[config.mk]
export PLATFORM = sky130hd
export DESIGN_NAME = rrds_accum
export DESIGN_NICKNAME = d
export VERILOG_FILES = /design/src/sv/rrds_pkg.sv /design/src/sv/rrds_accum.sv
export SDC_FILE = /design/constraint.sdc
export NUM_CORES = 1
export LEC_CHECK = 0
export BUFFER_PORTS_ARGS = -buffer_cell sky130_fd_sc_hd__buf_4
export CAP_MARGIN = 20
export CORE_MARGIN = 4
export CORE_UTILIZATION = 58
export CTS_CLUSTER_SIZE = 24
export DETAILED_ROUTE_END_ITERATION = 8
export PLACE_DENSITY = 0.9
export SLEW_MARGIN = 20
export SYNTH_ARGS = -nofsm -noshare
export SYNTH_HDL_FRONTEND = slang
export SYNTH_SLANG_ARGS = --single-unit
export TNS_END_PERCENT = 50
[constraint.sdc]
create_clock -name clk -period 6.3 [get_ports clk]
set_clock_uncertainty 0.15 [all_clocks]
set_input_delay 0.63 -clock clk [delete_from_list [all_inputs] [get_ports clk]]
set_output_delay 0.63 -clock clk [all_outputs]
set_load 0.05 [all_outputs]
[src/sv/rrds_pkg.sv]
// ----------------------------------------------------------------------------
// rrds_pkg
// Shared types and constants for the region deviation block.
// ----------------------------------------------------------------------------
package rrds_pkg;

  localparam int unsigned DevW  = 16;
  localparam int unsigned CntW  = 17;
  localparam int unsigned ThrW  = 16;
  localparam logic [7:0]  Scale = 8'd255;

  typedef struct packed {
    logic [7:0] red;
    logic [7:0] green;
    logic [7:0] blue;
    logic       last_pixel;
  } pixel_t;

  typedef struct packed {
    logic [DevW-1:0] dev_red;
    logic [DevW-1:0] dev_green;
    logic [DevW-1:0] dev_blue;
    logic [DevW-1:0] dev_combined;
    logic            subdivide;
    logic [CntW-1:0] region_pixels;
    logic            overflow;
  } result_t;

  // Start/finish strobes between sequencer and root/divide unit
  typedef struct packed {
    logic start;
    logic busy;
    logic done;
  } unit_ctl_t;

endpackage

[src/sv/rrds_accum.sv]
// ----------------------------------------------------------------------------
// rrds_accum
// Per-region pixel count, channel sums and sums of squares.
// ----------------------------------------------------------------------------
module rrds_accum
  import rrds_pkg::*;
#(
  parameter int unsigned MAX_PIXELS = 65536,
  parameter int unsigned NW         = 25,
  parameter int unsigned S1W        = 33,
  parameter int unsigned S2W        = 41
) (
  input  logic                clk,
  input  logic                rst,
  input  logic                add,
  input  logic                clear,
  input  logic [7:0]          pix [3],
  output logic [NW-1:0]       count,
  output logic [S1W-1:0]      sum1 [3],
  output logic [S2W-1:0]      sum2 [3],
  output logic                ovf
);
  localparam logic [NW-1:0] MaxN = NW'(MAX_PIXELS);
  logic full;
  assign full = (count == MaxN);

  always_ff @(posedge clk) begin
    if (rst || clear) begin
      count <= '0;
      ovf   <= 1'b0;
      for (int c = 0; c < 3; c++) begin
        sum1[c] <= '0;
        sum2[c] <= '0;
      end
    end else if (add) begin
      if (full) begin
        ovf <= 1'b1;
      end else begin
        count <= count + 1'b1;
        for (int c = 0; c < 3; c++) begin
          sum1[c] <= sum1[c] + S1W'(pix[c]);
          sum2[c] <= sum2[c] + S2W'(16'(pix[c]) * 16'(pix[c]));
        end
      end
    end
  end
endmodule

* After elaboration in Yosys (flattened, before gate mapping)
Index checks and enable logic that the tools add are counted. W data, S select, Z words.
Storage, ports and cells: flip-flop bits (word level) 248, latch bits 0, RAM bits 0, memory bits (read-only) 0, input port bits 28, output and inout bits 248, word-level logic and storage cells 23, memories 0
Operators by class: add/sub/neg operators 7, multipliers 3, div/mod/pow operators 0, magnitude comparators 0, equality and inequality tests 1, shift operators 0, mux-type cells 0, bitwise operators 1, reduce and logical (&&, ||, !) cells 3
Operators by type and width (number):
- $add A41 B16 Y41 | 3
- $add A33 B8 Y33 | 3
- $mul A8 B8 Y16 | 3
- $add A25 B1 Y25 const B | 1
- $eq A25 B17 Y1 const B | 1
- $reduce_and A2 Y1 | 2
- $logic_or A1 B1 Y1 | 1
- $not A1 Y1 | 1

* Depth between registers and ports, before layout
depth after elaboration 3, mapped depth 21

* Worst setup path before layout
No wires, ideal clock.
path type input-to-reg, start point in pix[5] (netlist name), end point reg sum2[37] (netlist name), library setup time 0.132 ns, arrival time 5.314 ns, required time 6.018 ns, path slack 0.704 ns, stages 20, buffers on the path 2, path through clkbuf_1 inv_1 nor2_1 ha_1 xnor2_1 fa_1 fa_1 inv_1 fa_1 inv_1 ha_1 a21o_1 or3_1 o21a_2 a311o_2 a221oi_4 or3_4 buf_8 or3_2 a21oi_1
On the way: longest elaborated chain between the ends 2
RTL lines:
- start: declaration | RTL line rrds_accum.sv:17 | input logic [7:0] pix [3],
- $mul A8 B8 Y16 | RTL line rrds_accum.sv:42 | sum2[c] <= sum2[c] + S2W'(16'(pix[c]) * 16'(pix[c]));
- $add A41 B16 Y41 | RTL line rrds_accum.sv:42
- end signal: indexed assignment | RTL line rrds_accum.sv:42
- end: declaration | RTL line rrds_accum.sv:20 | output logic [S2W-1:0] sum2 [3],
Every way passes these cells. A chain may end at the register's enable or synchronous reset.

* Worst setup path after layout
start point in pix[5] (netlist name), end point reg sum2[40] (netlist name)
Same word-level chain as after synthesis.

==> results.ini <==
[clocking]
clk_transition_reported_paths_ns = 0.05
cts_buffers = 28
clock_path_buffers = 3
clock-sinks = 248
cts_tree = yes
holdBufCountCts = 0
cts_htree_levels = 1
clk_latency_ns = 0.57
cts_resized = 0
cts-root-buf = clkbuf_16
cts_setup_buffers = 0

[final_layout]
nNetsFinal = 2665
areaGrowthSynthToFinish_pct = 18.8
final_area_mm2 = 0.0211
antenna_cells = 0
final_layout_size_suffix_gt1_share_pct = 15.1
final_cell_count_no_fill = 2780

[grt]
grt_pass1_vias = 15705
grt_usage_pct = 27.9
grt_use_met1_pct = 35.4
antenna_found_initial = 0
busiest_layer = met2
grt.met3_usage_pct = 6.23
grt_pass1_wl_mm = 78.3
grt_overflow = 0
gr-usage-met2_pct = 46.9
grt_max_degree = 245

[timing]
fmax_mhz = 183
fin_crit_ns = 5.45
setup_viol = 0
rsz0062_at_grt = false
hold_violations = 0
setup_ws_ns = 0.850
hold_ws_ns = 0.229
finalCritPeriodShare_pct = 86.5
finalSetupTns_ns = 0
slew_headroom_pct = 19.7
tightest_slew_ns = 1.20
maxSlewViolCount = 0

[hold_path]
hp-class = primary input to flop

[floorplan]
dieArea_mm2 = 0.0335
rows = 63
die_height_um = 183
core-area_mm2 = 0.0300
die_w_um = 183
start_util_pct = 59.3
ios = 276

[synth]
avgSynthCellArea_um2 = 8.39
yosys-top-cells-area = dfxtp_1, fa_1, ha_1
yosys_most_used_dff = dfxtp_1
synth-seq-cells = 248
async_flop_share_pct = 0
yosysSeqAreaShare_pct = 27.9
netlist_area_mm2 = 0.0178
synthCells = 2119
ys_warn_count = 0
synth_edf_count = 0
synth_nets = 2416
yosysTopAreaCell = dfxtp_1
netlist.area_leader.share_pct = 27.9
ys_types = 64

[power]
p_leak_nw = 9.59
ir_drop_v = 0.000237
power.density_mw_per_mm2 = 323

[drt]
drt_iter0_markers = 998
drc = 0
vias = 15713
via_per_inst = 5.65
drtAntennaViolNets = 0
wl_mm = 48.3
drtPass1Iterations = 6
wl_per_cell_um = 17.4

[critical_path]
r2r_setup_slack_ns = 0.99
worstPathRequired_ns = 6.63
worstPathArrival_ns = 5.78
worst-setup-path-type = primary input to flop
crit_path_end_kind = flop
cp_max_fo = 10
start_kind = primary input

[job]
max_cap_violations = 0

[place]
portBuffers = 275
place_inst = 2728
gp_congestion = 0.912
dp_hpwl_mm = 36.1
pre_cts_slack_ns = 0.373
post_dp_cell_area_mm2 = 0.0201

[outcome]
outcome = finished, final reports clean

-- path summary, 6_finish.rpt --
| path | from | to | cells after the start |
|---|---|---|---|
| max | pix[5] | sum2[40]$_SDFFE_PP0P_ | 18 |
| min | clear | sum2[40]$_SDFFE_PP0P_ | 3 |
| max reg2reg | sum2[6]$_SDFFE_PP0P_ | sum2[40]$_SDFFE_PP0P_ | 15 |
| min reg2reg | sum1[38]$_SDFFE_PP0P_ | sum1[38]$_SDFFE_PP0P_ | 2 |
-- state kept, by name (all words and copies together), names as in the netlist --
signal  cells
sum2      123
sum1       99
count      25
ovf         1
-- worst max-delay path, cell delays in order --
cell and delay, ns:
buf_4 0.15, inv_1 0.12, nor2_1 0.20, fa_1 0.48
fa_1 0.54, inv_1 0.05, fa_1 0.46, fa_1 0.56
inv_1 0.04, ha_1 0.32, o21ai_0 0.13, o21a_1 0.22
or2_2 0.32, o211ai_1 0.26, nand3_1 0.37, nand2_1 0.28
nor4b_1 0.41, mux2i_1 0.22
-- layer usage --
layer,wire length (um),up-vias
li1,-,7477
met1,19700,7542
met2,22800,570
met3,3700,124
met4,2110,0
met5,0,-
-- Yosys cell counts (all sizes together) (19+ instances only) --
master	n
a211oi	28
and2	61
xnor2	104
nand2	226
a21o	19
nor3	26
nand3	72
and3	39
dfxtp	248
clkbuf	52
nor2	207
nand4	28
o21ai	70
a21oi	138
fa	114
inv	247
ha	155
or3	38
xor2	96
-- kinds of logic (layout without fill, tap and decap cells) --
| kind of cell | Yosys count | in the layout | share of synthesized area, % |
|---|---|---|---|
| simple gates | 772 | 772 | 20.8 |
| compound gates | 315 | 315 | 10.7 |
| buf+inv | 311 | 582 | 6.72 |
| fa+ha+maj | 269 | 269 | 23.8 |
| flops | 248 | 248 | 27.9 |
| xor+xnor | 200 | 200 | 9.86 |
| mux | 4 | 4 | 0.225 |
-- metrics by stage --
| stage | util, % | total power, mW |
|---|---|---|
| after floorplan | - | 4.34 |
| after global placement | 67.3 | 4.96 |
| after detailed placement | 67.3 | 5.10 |
| after CTS | 70.5 | 6.83 |
| after global routing | 70.5 | 7.35 |
| final | 70.5 | 6.82 |
-- layout make-up --
type | count | area, um^2
tap | 390 | 488
fill | 2277 | 8830
clock inverter | 12 | 161
multi-input combinational | 1560 | 11600
inverter | 247 | 927
timing repair buffer | 283 | 2140
clock buffer | 40 | 806
sequential | 248 | 4960
-- where the power goes --
| group | leakage (nW) | internal (mW) | total, mW | switching (mW) |
|---|---|---|---|---|
| clock network | 0.466 | 0.985 | 1.70 | 0.715 |
| registers | 2.00 | 1.64 | 1.72 | 0.0807 |
| logic | 7.12 | 1.36 | 3.40 | 2.04 |
| total | 9.59 | 3.99 | 6.82 | 2.83 |
-- cells in the final DEF, fill, tap and decap left out, types with 9 or more instances in the layout --
cell type,Yosys,routed
and2_1,61,61
dfxtp_1,248,248
nor2b_1,17,17
nor2_1,207,207
or3_2,9,9
ha_1,155,155
nor3_1,26,26
inv_1,247,247
o21ai_0,67,67
buf_4,0,282
xor2_1,96,96
nand2b_1,15,15
and4_1,11,11
fa_1,114,114
a21o_1,17,17
or3_1,28,28
nand2_1,226,226
a21oi_1,137,137
clkbuf_16,0,28
nand3_1,72,72
xnor2_1,104,104
a211oi_1,28,28
and3_1,39,39
o211ai_1,9,9
nand4_1,28,28
Note: power is estimated with default switching activity, not from simulation.
